$ cat config.mk
export PLATFORM = sky130hd
export DESIGN_NAME = gdfw_ctrl
export DESIGN_NICKNAME = d
export VERILOG_FILES = /design/src/hw/rtl/gdfw_pkg.sv /design/src/hw/rtl/gdfw_ctrl.sv
export SDC_FILE = /design/constraint.sdc
export NUM_CORES = 1
export LEC_CHECK = 0
export BUFFER_PORTS_ARGS = -buffer_cell sky130_fd_sc_hd__buf_2
export CAP_MARGIN = 10
export CORE_AREA = 5 5 42 44
export DETAILED_ROUTE_END_ITERATION = 7
export DIE_AREA = 0 0 47 49
export PLACE_DENSITY = 0.77
export SLEW_MARGIN = 40
export SYNTH_ARGS = -nofsm -noshare
export SYNTH_HDL_FRONTEND = slang
export SYNTH_SLANG_ARGS = --single-unit
$ cat constraint.sdc
create_clock -name clk -period 4.3 [get_ports clk]
set_input_delay 1.075 -clock clk [delete_from_list [all_inputs] [get_ports clk]]
set_output_delay 1.075 -clock clk [all_outputs]
set_load 0.05 [all_outputs]
$ cat src/hw/rtl/gdfw_pkg.sv
`timescale 1ns / 1ps
// ----------------------------------------------------------------------------
// gdfw_pkg
// Shared sizes, codes and controller/datapath signal groups for the
// depth-first graph walker.
// ----------------------------------------------------------------------------
package gdfw_pkg;

  // graph sizing
  localparam int MAX_VERTICES = 64;
  localparam int MAX_DEGREE   = 16;

  localparam int VTX_W   = $clog2(MAX_VERTICES);       // vertex id
  localparam int SLOT_W  = $clog2(MAX_DEGREE);         // slot within one list
  localparam int DEG_W   = $clog2(MAX_DEGREE + 1);     // list length, also next index
  localparam int DEPTH_W = $clog2(MAX_VERTICES + 1);   // stack depth
  localparam int CFG_W   = 7;                          // vertex_count register
  localparam int STAT_W  = 3;

  localparam int NBR_DEPTH = MAX_VERTICES * MAX_DEGREE;
  localparam int STK_W     = VTX_W + DEG_W + DEG_W;    // vertex, next index, degree

  // result status codes
  typedef enum logic [STAT_W-1:0] {
    STAT_ADDED = 3'd0,
    STAT_RANGE = 3'd1,
    STAT_FULL  = 3'd2,
    STAT_VISIT = 3'd3,
    STAT_START = 3'd4
  } gdfw_status_t;

  // controller states
  typedef enum logic [3:0] {
    S_IDLE,
    S_DECODE,
    S_E_RDB,
    S_E_CHK,
    S_E_WRA,
    S_E_WRB,
    S_RESP,
    S_W_DEG,
    S_W_STEP,
    S_W_NBR,
    S_W_POP,
    S_W_FLUSH
  } gdfw_state_t;

  // degree memory read address select
  typedef enum logic [1:0] {
    DSEL_A,
    DSEL_B,
    DSEL_X
  } gdfw_dsel_t;

  // controller to datapath
  typedef struct packed {
    logic         accept;
    logic         deg_rd;
    gdfw_dsel_t   deg_sel;
    logic         lat_deg_a;
    logic         lat_deg_b;
    logic         lat_top_deg;
    logic         edge_wr_a;
    logic         edge_wr_b;
    logic         code_ld;
    gdfw_status_t code;
    logic         walk_init;
    logic         nbr_rd;
    logic         push;
    logic         pop;
    logic         pop_load;
    logic         emit_status;
    logic         emit_final;
  } gdfw_cmd_t;

  // datapath to controller
  typedef struct packed {
    logic is_walk;
    logic a_ok;
    logic ab_ok;
    logic fits;
    logic has_next;
    logic push_ok;
    logic depth_one;
    logic out_free;
  } gdfw_sts_t;

endpackage

$ cat src/hw/rtl/gdfw_ctrl.sv
`timescale 1ns / 1ps
// ----------------------------------------------------------------------------
// gdfw_ctrl
// Controller state machine: sequences edge insertion and the stack walk.
// ----------------------------------------------------------------------------
module gdfw_ctrl (
  input  logic               clk,
  input  logic               rst_n,
  input  logic               in_valid,
  output logic               in_ready,
  input  gdfw_pkg::gdfw_sts_t sts,
  output gdfw_pkg::gdfw_cmd_t cmd
);
  import gdfw_pkg::*;

  gdfw_state_t state_r, state_nxt;

  // state register
  always_ff @(posedge clk) begin
    if (!rst_n) begin
      state_r <= S_IDLE;
    end else begin
      state_r <= state_nxt;
    end
  end

  // next state and commands
  always_comb begin
    state_nxt   = state_r;
    cmd         = '0;
    cmd.deg_sel = DSEL_A;
    cmd.code    = STAT_ADDED;
    in_ready    = 1'b0;
    case (state_r)
      S_IDLE: begin
        in_ready = 1'b1;
        if (in_valid) begin
          cmd.accept = 1'b1;
          state_nxt  = S_DECODE;
        end
      end
      S_DECODE: begin
        if (sts.is_walk) begin
          if (!sts.a_ok) begin
            cmd.code_ld = 1'b1;
            cmd.code    = STAT_START;
            state_nxt   = S_RESP;
          end else begin
            cmd.walk_init = 1'b1;
            cmd.deg_rd    = 1'b1;
            cmd.deg_sel   = DSEL_A;
            state_nxt     = S_W_DEG;
          end
        end else if (!sts.ab_ok) begin
          cmd.code_ld = 1'b1;
          cmd.code    = STAT_RANGE;
          state_nxt   = S_RESP;
        end else begin
          cmd.deg_rd  = 1'b1;
          cmd.deg_sel = DSEL_A;
          state_nxt   = S_E_RDB;
        end
      end
      S_E_RDB: begin
        cmd.lat_deg_a = 1'b1;
        cmd.deg_rd    = 1'b1;
        cmd.deg_sel   = DSEL_B;
        state_nxt     = S_E_CHK;
      end
      S_E_CHK: begin
        cmd.lat_deg_b = 1'b1;
        if (sts.fits) begin
          state_nxt = S_E_WRA;
        end else begin
          cmd.code_ld = 1'b1;
          cmd.code    = STAT_FULL;
          state_nxt   = S_RESP;
        end
      end
      S_E_WRA: begin
        cmd.edge_wr_a = 1'b1;
        state_nxt     = S_E_WRB;
      end
      S_E_WRB: begin
        cmd.edge_wr_b = 1'b1;
        cmd.code_ld   = 1'b1;
        cmd.code      = STAT_ADDED;
        state_nxt     = S_RESP;
      end
      S_RESP: begin
        if (sts.out_free) begin
          cmd.emit_status = 1'b1;
          state_nxt       = S_IDLE;
        end
      end
      S_W_DEG: begin
        cmd.lat_top_deg = 1'b1;
        state_nxt       = S_W_STEP;
      end
      S_W_STEP: begin
        if (sts.has_next) begin
          cmd.nbr_rd = 1'b1;
          state_nxt  = S_W_NBR;
        end else if (sts.depth_one) begin
          state_nxt = S_W_FLUSH;
        end else begin
          cmd.pop   = 1'b1;
          state_nxt = S_W_POP;
        end
      end
      S_W_NBR: begin
        // descend only once the previous preorder vertex can leave
        if (!sts.push_ok) begin
          state_nxt = S_W_STEP;
        end else if (sts.out_free) begin
          cmd.push    = 1'b1;
          cmd.deg_rd  = 1'b1;
          cmd.deg_sel = DSEL_X;
          state_nxt   = S_W_DEG;
        end
      end
      S_W_POP: begin
        cmd.pop_load = 1'b1;
        state_nxt    = S_W_STEP;
      end
      S_W_FLUSH: begin
        if (sts.out_free) begin
          cmd.emit_final = 1'b1;
          state_nxt      = S_IDLE;
        end
      end
      default: begin
        state_nxt = S_IDLE;
      end
    endcase
  end

endmodule

After elaboration in Yosys (flattened, before gate mapping)
Index checks and enable logic that the tools add are counted.
- output and inout port bits: 21
- bits in read-only memories: 0
- bits of input ports: 11
- register bits: 4
- latch bits: 0
- memories: 0
- RAM bits: 0
- equality and inequality tests: 14
- divide/modulo/power cells: 0
- $lt $le $gt $ge: 0
- $mul: 0
- muxes and demuxes: 44
- reduce and logical (&&, ||, !) cells: 4
- add/sub/neg operators: 0
- shifts and indexed selects: 0
- bitwise operators: 0
- operators by type and width (operator ; number):
    $mux W4 ; 10
    $pmux W4 S10 ; 1
    $mux W1 ; 24
    $mux W3 ; 6
    $eq A4 B3 Y1 const B ; 4
    $eq A4 B4 Y1 const B ; 4
    $pmux W4 S3 ; 1
    $pmux W3 S3 ; 1
    $eq A4 B2 Y1 const B ; 2
    $eq A4 B1 Y1 const B ; 1
    $logic_not A4 Y1 ; 1
    $reduce_or A2 Y1 ; 2
    $ne A3 B3 Y1 const B ; 1
    $reduce_and A3 Y1 ; 1
    $mux W2 ; 1
    $ne A2 B1 Y1 const B ; 1
    $ne A2 B2 Y1 const B ; 1

Longest topological paths before layout
Gate-level depths: netlist of run 1.
- depth in word-level cells: 4
- gate-level depth with buffers: 5

Least setup slack after synthesis of run 1
No wires, ideal clock.
- kind: input-to-output
- from: input sts[2] (netlist name)
- to: output cmd[18] (netlist name)
- required time: 3225 ps
- data arrival time: 2761 ps
- path slack: 464 ps
- cell stages on the path: 3
- cell sequence: inv_1 > nor3_1 > or3_1
- RTL lines (item ; line ; text):
    start, declared ; gdfw_ctrl.sv:11 ; input gdfw_pkg::gdfw_sts_t sts,
    end, declared ; gdfw_ctrl.sv:12 ; output gdfw_pkg::gdfw_cmd_t cmd

==> summary.md, run 1 <==
| Metric | Value |
|---|---|
| Syn Std Cell Area | `564 sq um` |
| Max FFs per register | `4` |
| Synth async-reset ratio | `0%` |
| Flops & latches, synth | `4` |
| Grt met3 use | `1.48%` |
| Setup violators final | `0` |
| Mean post-synth cell area | `6.64 sq um` |
| Fill count | `150` |
| Clock Path Buffers | `2` |
| CP top delay family | `buffers and inverters` |
| Die area | `0.00230 sq mm` |
| CTS Sinks | `4` |
| Htree depth | `1` |
| Standard-cell row count | `14` |
| Area contributors post-synth | `dfxtp_1 14%, nor2_1 9.3%, nor3_1 7.1%, a21oi_1 5.3%, nand2_1 4.7%` |
| CP dominant cell by count | `buf_2` |
| Status | `finished, final reports clean` |
| CP max-delay cell | `or3_1` |
| Syn nets | `96` |
| Post-Syn Instances | `85` |
| Fmax | `0.323 GHz` |
| R2R cell count | `4` |
| Total GRT Usage | `14.6%` |
| Area of the multi-input gates | `438 sq um` |
| Layout cells sized above 1 | `38.9%` |
| Global route hottest layer | `met2` |
| Critical path type | `input port to output port` |
| Hold slack | `0.724 ns` |
| Final Cycle Share | `72.1%` |
| Most numerous cell in the Yosys netlist | `nor2_1` |
| Synth cell types | `39` |
| CTS root buf | `clkbuf_4` |
| GR Layer Usage met2 | `24.4%` |
| Die H | `49 um` |
| Crit-path cells | `buf_2, mux2i_1, nor2_1, or3_1, buf_2` |
| Startpoint Class | `input port` |
| Fin area | `731 sq um` |
| Primary FF master, synth | `dfxtp_1` |
| Clock Skew | `0.000643 ns` |
| Crit path buf inv count | `2` |
| Setup TNS | `0 ns` |
| Final HPWL DP | `1.29 mm` |
| Nets | `126` |
| Clk slew on worst S/H paths | `0.04 ns` |
| Sequential area share after synthesis | `14.2%` |
| Synth cell count leaders | `14 x nor2_1, 8 x nor3_1, 7 x nand2_1, 6 x a21oi_1` |
| Setup bufs post-CTS | `0` |
| Worst-Skew Late Latency | `0.22 ns` |
| Grt ovf | `0` |
| WP data required | `3.22 ns` |
| RSZ-0062 raised after global routing | `no` |
| Routed via count | `711` |
| GR Layer Usage met1 | `19.3%` |
| Cell area after placement | `708 sq um` |
| Initial antenna violation count | `0` |
| IO buf count | `31` |
| CP endpoint kind | `output port` |
| Hold path cells | `2` |
| ANT nets after route | `0` |
| Leakage power | `0.000359 uW` |
| Cts hold-fix bufs | `0` |
| Final hold violation count | `0` |
| Peak supply drop | `0.233 mV` |
| CTS tree | `done` |
| Core Box Area | `0.00140 sq mm` |
| Worst hold path class | `register to register` |
| Syn-to-layout area delta | `29.5%` |
| Largest net degree at the start of global routing | `18` |
| Average routed wire per standard cell | `12.8 um` |
| Critical path peak fanout | `5` |
| CTS buffer count | `3` |
| Post-synth EDFFs | `0` |
| Max cap viols | `0` |
| Final WS setup | `1.20 ns` |
| Initial DRC count | `28` |
| Pre-CTS setup slack | `1.21 ns` |
| Drt first pass iters | `4` |
| Ant diodes | `0` |
| Gp weighted congestion | `0.875` |
| Reg with most FFs | `state_r` |
| Die width | `47 um` |
| Biggest regs | `state_r (4)` |
| Yosys top cell area share | `14.2%` |
| Final WL | `1.65 mm` |
| Placed cells | `126` |
| Initial core utilization | `40.3%` |
| Vias/cell | `5.51` |
| Post-Layout Cell Count | `129` |
| Global-route wire length before repair | `2.64 mm` |
| Area leader, netlist | `dfxtp_1` |
| Data arrival, critical path | `2.02 ns` |
| CP max stage delay | `0.30 ns` |
| Ports | `32` |
| Vias in the first global route | `639` |
| Sequential cell area | `80.1 sq um` |
| Drt drc | `0` |
| Synth warn | `0` |
| Pwr per Cell Area | `747 mW/mm^2` |
| Max-Slew Margin vs Limit | `64.7%` |
| Number of stages on the worst setup path | `5` |
| Worst Max-Slew Pin Slew | `0.529 ns` |
| CTS resizes | `0` |
| Min Tclk post-route | `3.10 ns` |
| Pins over their slew limit | `0` |
[stage by stage]
| stage | util, % | power [uW] |
|---|---|---|
| after floorplan | - | 431 |
| after global placement | 50.5 | 501 |
| after detailed placement | 50.5 | 503 |
| after CTS | 52.1 | 549 |
| after global routing | 52.1 | 586 |
| final | 52.1 | 546 |
[final timing paths]
path         startpoint         end  slack [ns]
min reg2reg  state_r[1]  state_r[1]        0.72
max              sts[7]     cmd[18]        1.20
min          state_r[1]  state_r[1]        0.72
max reg2reg  state_r[1]  state_r[1]        2.59
[where the power goes]
part / internal (uW) / total [uW] / switching, uW
Clock: 31.0 / 43.1 / 12.1
Combinational: 120 / 399 / 279
Sequential: 51.1 / 104 / 52.6
[layer usage]
metal / up-vias / part of all wire, %
met2: 39 / 50
met4: 0 / 0
li1: 361 / -
met1: 311 / 41
met5: - / 0
met3: 0 / 9.2
[worst reg2reg max path, cell delays in order, from the launching register on]
cell      delay, ns
dfxtp_1        0.64
nand2b_1       0.32
o32a_2         0.44
o211ai_2       0.09
o32ai_1        0.11
[layout by cell type, fill, tap and decap left out]
cell,Yosys,layout
or3b_2,1,1
nand2b_2,1,1
a22o_1,1,1
o21ai_0,3,3
mux2i_1,1,1
or3_1,2,2
nor2_4,1,1
nor3b_1,2,2
a21bo_2,1,1
nor2b_1,1,1
nand4_1,1,1
o32ai_1,1,1
or2_2,1,1
a211oi_1,1,1
and3_1,2,2
nor3_1,8,8
o21bai_1,1,1
a221oi_2,1,1
and2_1,1,1
nand2b_1,3,3
o211ai_2,1,1
nor2_1,14,14
o32a_2,1,1
nand2_1,7,7
o31ai_2,1,1
a21oi_1,6,6
or4b_4,1,1
nor4_1,1,1
inv_1,4,4
or2b_1,1,1
nand4b_1,1,1
o22ai_1,1,1
buf_2,3,31
and2b_1,1,1
clkbuf_4,0,3
o21a_1,1,1
dfxtp_1,4,4
[final cells by class]
type,instances,share of cell area (%)
multi-input cells,71,59.9
repair buffers,31,21.2
flip-flops and latches,4,11.0
clock buffers,3,3.08
well taps,16,2.74
inverters,4,2.05
[cells by family after synthesis]
family	after synthesis	synth area share [%]
AND/OR/NAND/NOR	50	48.8
AO/OA/AOI/OAI	20	27.1
buffers and inverters	10	8.20
flip-flops	4	14.2
multiplexers	1	1.77
(Power assumes the default switching activity.)
==> run 2: changes to the inputs <==
--- a/config.mk
+++ b/config.mk
@@ -5,12 +5,14 @@
 export SDC_FILE = /design/constraint.sdc
 export NUM_CORES = 1
 export LEC_CHECK = 0
+export ABC_AREA = 1
 export BUFFER_PORTS_ARGS = -buffer_cell sky130_fd_sc_hd__buf_2
 export CAP_MARGIN = 10
-export CORE_AREA = 5 5 42 44
+export CORE_ASPECT_RATIO = 0.9
+export CORE_MARGIN = 5
+export CORE_UTILIZATION = 37
 export DETAILED_ROUTE_END_ITERATION = 7
-export DIE_AREA = 0 0 47 49
-export PLACE_DENSITY = 0.77
+export PLACE_DENSITY = 0.73
 export SLEW_MARGIN = 40
 export SYNTH_ARGS = -nofsm -noshare
 export SYNTH_HDL_FRONTEND = slang
==> constraint.sdc (replaced) <==
create_clock -name clk -period 2.6 [get_ports clk]
set_input_delay 0.65 -clock clk [delete_from_list [all_inputs] [get_ports clk]]
set_output_delay 0.65 -clock clk [all_outputs]
set_load 0.05 [all_outputs]
==> summary.md, run 2 <==
| Metric | Value |
|---|---|
| Worst R2R Setup Slack | `1.28 ns` |
| Area leader, netlist | `nand2_1` |
| Peak supply drop | `0.569 mV` |
| Final WL | `1.46 mm` |
| Critical path peak fanout | `5` |
| IO buf count | `31` |
| Syn Std Cell Area | `536 sq um` |
| Flops & latches, synth | `4` |
| Internal power | `310 uW` |
| Grt ovf | `0` |
| Clk slew on worst S/H paths | `0.04 ns` |
| Synth async-reset ratio | `0%` |
| Sw Share | `65.5%` |
| Final HPWL DP | `1.22 mm` |
| Initial DRC count | `21` |
| Hold slack | `0.552 ns` |
| Average routed wire per standard cell | `9.92 um` |
| RSZ-0062 raised after global routing | `no` |
| Final hold violation count | `0` |
| Max FFs per register | `4` |
| Cts hold-fix bufs | `0` |
| Vias/cell | `4.62` |
| Die area | `0.00231 sq mm` |
| Largest net degree at the start of global routing | `8` |
| Layout cells sized above 1 | `37.1%` |
| Synth cell count leaders | `25 x nand2_1, 20 x nor2_1, 15 x inv_1, 6 x nand3_1, 5 x nor3_1` |
| CTS tree | `done` |
| Worst hold path class | `register to register` |
| Drt drc | `0` |
| Fill count | `156` |
| Post-Syn Instances | `98` |
| Pins over their slew limit | `0` |
| Initial core utilization | `37.8%` |
| Primary FF master, synth | `dfxtp_1` |
| Hold path startpoint | `state_r[0]` |
| Ant diodes | `0` |
| Syn nets | `109` |
| Core Box Area | `0.00142 sq mm` |
| Critical path type | `register to output port` |
| Die H | `46.1 um` |
| Pwr per Cell Area | `1230 mW/mm^2` |
| Comb power frac | `77.5%` |
| ANT nets after route | `0` |
| Global-route wire length before repair | `2.54 mm` |
| R2R cell count | `8` |
| Gp weighted congestion | `0.842` |
| Post-synth EDFFs | `0` |
| WP data required | `1.95 ns` |
| Worst-Skew Late Latency | `0.24 ns` |
| Syn-to-layout area delta | `36.7%` |
| Clock Skew | `0.00285 ns` |
| Max cap viols | `0` |
| Hold path cells | `2` |
| Total GRT Usage | `14.1%` |
| Sw Pwr | `588 uW` |
| Htree depth | `1` |
| Clock Path Buffers | `2` |
| Startpoint Class | `register` |
| CTS Sinks | `4` |
| Vias in the first global route | `622` |
| Mean post-synth cell area | `5.46 sq um` |
| Commonest non-fill, non-tap cell in the layout | `buf_2` |
| CTS resizes | `0` |
| Worst Max-Slew Pin Slew | `0.340 ns` |
| Area of the multi-input gates | `384 sq um` |
| Worst r2r src | `state_r[3]` |
| Drt first pass iters | `4` |
| Setup TNS | `0 ns` |
| Biggest regs | `state_r (4)` |
| Initial antenna violation count | `0` |
| Sequential area share after synthesis | `15.0%` |
| Most numerous cell in the Yosys netlist | `nand2_1` |
| Nets | `145` |
| Ports | `32` |
| Leakage power | `0.000480 uW` |
| Yosys top cell area share | `17.5%` |
| Reg with most FFs | `state_r` |
| Final Cycle Share | `84.5%` |
| Status | `finished, final reports clean` |
| CP endpoint kind | `output port` |
| Setup violators final | `0` |
| Hold endpoint | `state_r[3]` |
| Sequential cell area | `80.1 sq um` |
| Fmax | `0.455 GHz` |
| Die width | `50.1 um` |
| Standard-cell row count | `13` |
| Highest-count cells in the layout ignoring fill and taps | `31 x buf_2, 25 x nand2_1, 20 x nor2_1` |
| Routed via count | `679` |
| Area contributors post-synth | `nand2_1 18%, dfxtp_1 15%, nor2_1 14%, inv_1 11%, nor2_4 6.3%` |
| CTS root buf | `clkbuf_4` |
| Fraction of power consumed by sequential logic | `13.8%` |
| Synth warn | `0` |
| Min Tclk post-route | `2.20 ns` |
| Synth cell types | `17` |
| Worst reg2reg path endpoint | `state_r[1]` |
| Max-Slew Margin vs Limit | `77.2%` |
| CTS buffer count | `3` |
| Setup bufs post-CTS | `0` |
| Data arrival, critical path | `1.55 ns` |
| Clk pwr share | `8.6%` |
## run 2: worst max-delay path, cell delays in order (launching register included)
cell      delay (ns)
dfxtp_1         0.40
inv_2           0.09
nor2_4          0.15
nand2_1         0.15
o221ai_1        0.21
buf_2           0.29
## run 2: logic make-up after synthesis
family / count (synthesis) / share of synthesized area, %
and+or+nand+nor: 67 / 61.7
buffers and inverters: 19 / 13.3
AOI/OAI and AO/OA: 8 / 10.0
DFF: 4 / 15.0
## run 2: layout make-up
class / instances / area share [%]
timing repair buffer: 31 / 21.2
inverter: 19 / 9.74
multi-input combinational: 75 / 52.5
tap: 15 / 2.56
clock buffer: 3 / 3.08
sequential: 4 / 10.9
## run 2: power groups by stage
stage | sequential (uW) | clock [uW] | combinational, uW
global placement | 124 | 0 | 692
floorplan | 117 | 0 | 570
CTS | 124 | 81.3 | 700
detailed placement | 126 | 0 | 697
finish | 124 | 77.7 | 696
global route | 130 | 88.2 | 756
## run 2: how the worst max path moves through the flow
stage | startpoint | to | slack, ns | cells past startpoint
after global routing | state_r[0] | cmd[18] | 0.27 | 5
after CTS | state_r[2] | cmd[18] | 0.40 | 4
after floorplan | sts[0] | cmd[0] | 0.12 | 2
after detailed placement | sts[7] | cmd[18] | 0.49 | 7
final | state_r[0] | cmd[18] | 0.40 | 5
after global placement | sts[7] | cmd[18] | 0.54 | 7
## run 2: stage by stage
stage	instances	worst slack, ns	power, uW	utilization, %	instance area [sq um]
2_1_floorplan	98	0.121	687	-	536
3_3_place_gp	144	0.541	816	50.1	709
3_5_place_dp	144	0.493	822	50.1	709
6_report	147	0.402	898	51.7	732
5_1_grt	147	0.268	974	51.7	732
4_1_cts	147	0.396	906	51.7	732
## run 2: per-layer routing
layer / part of all wire (%) / GRT usage (%) / up-vias
li1: - / - / 375
met1: 47 / 18.5 / 281
met2: 46 / 22.1 / 21
met3: 7.1 / 4.21 / 2
met4: 0.55 / 4.71 / 0
met5: 0 / 0 / -
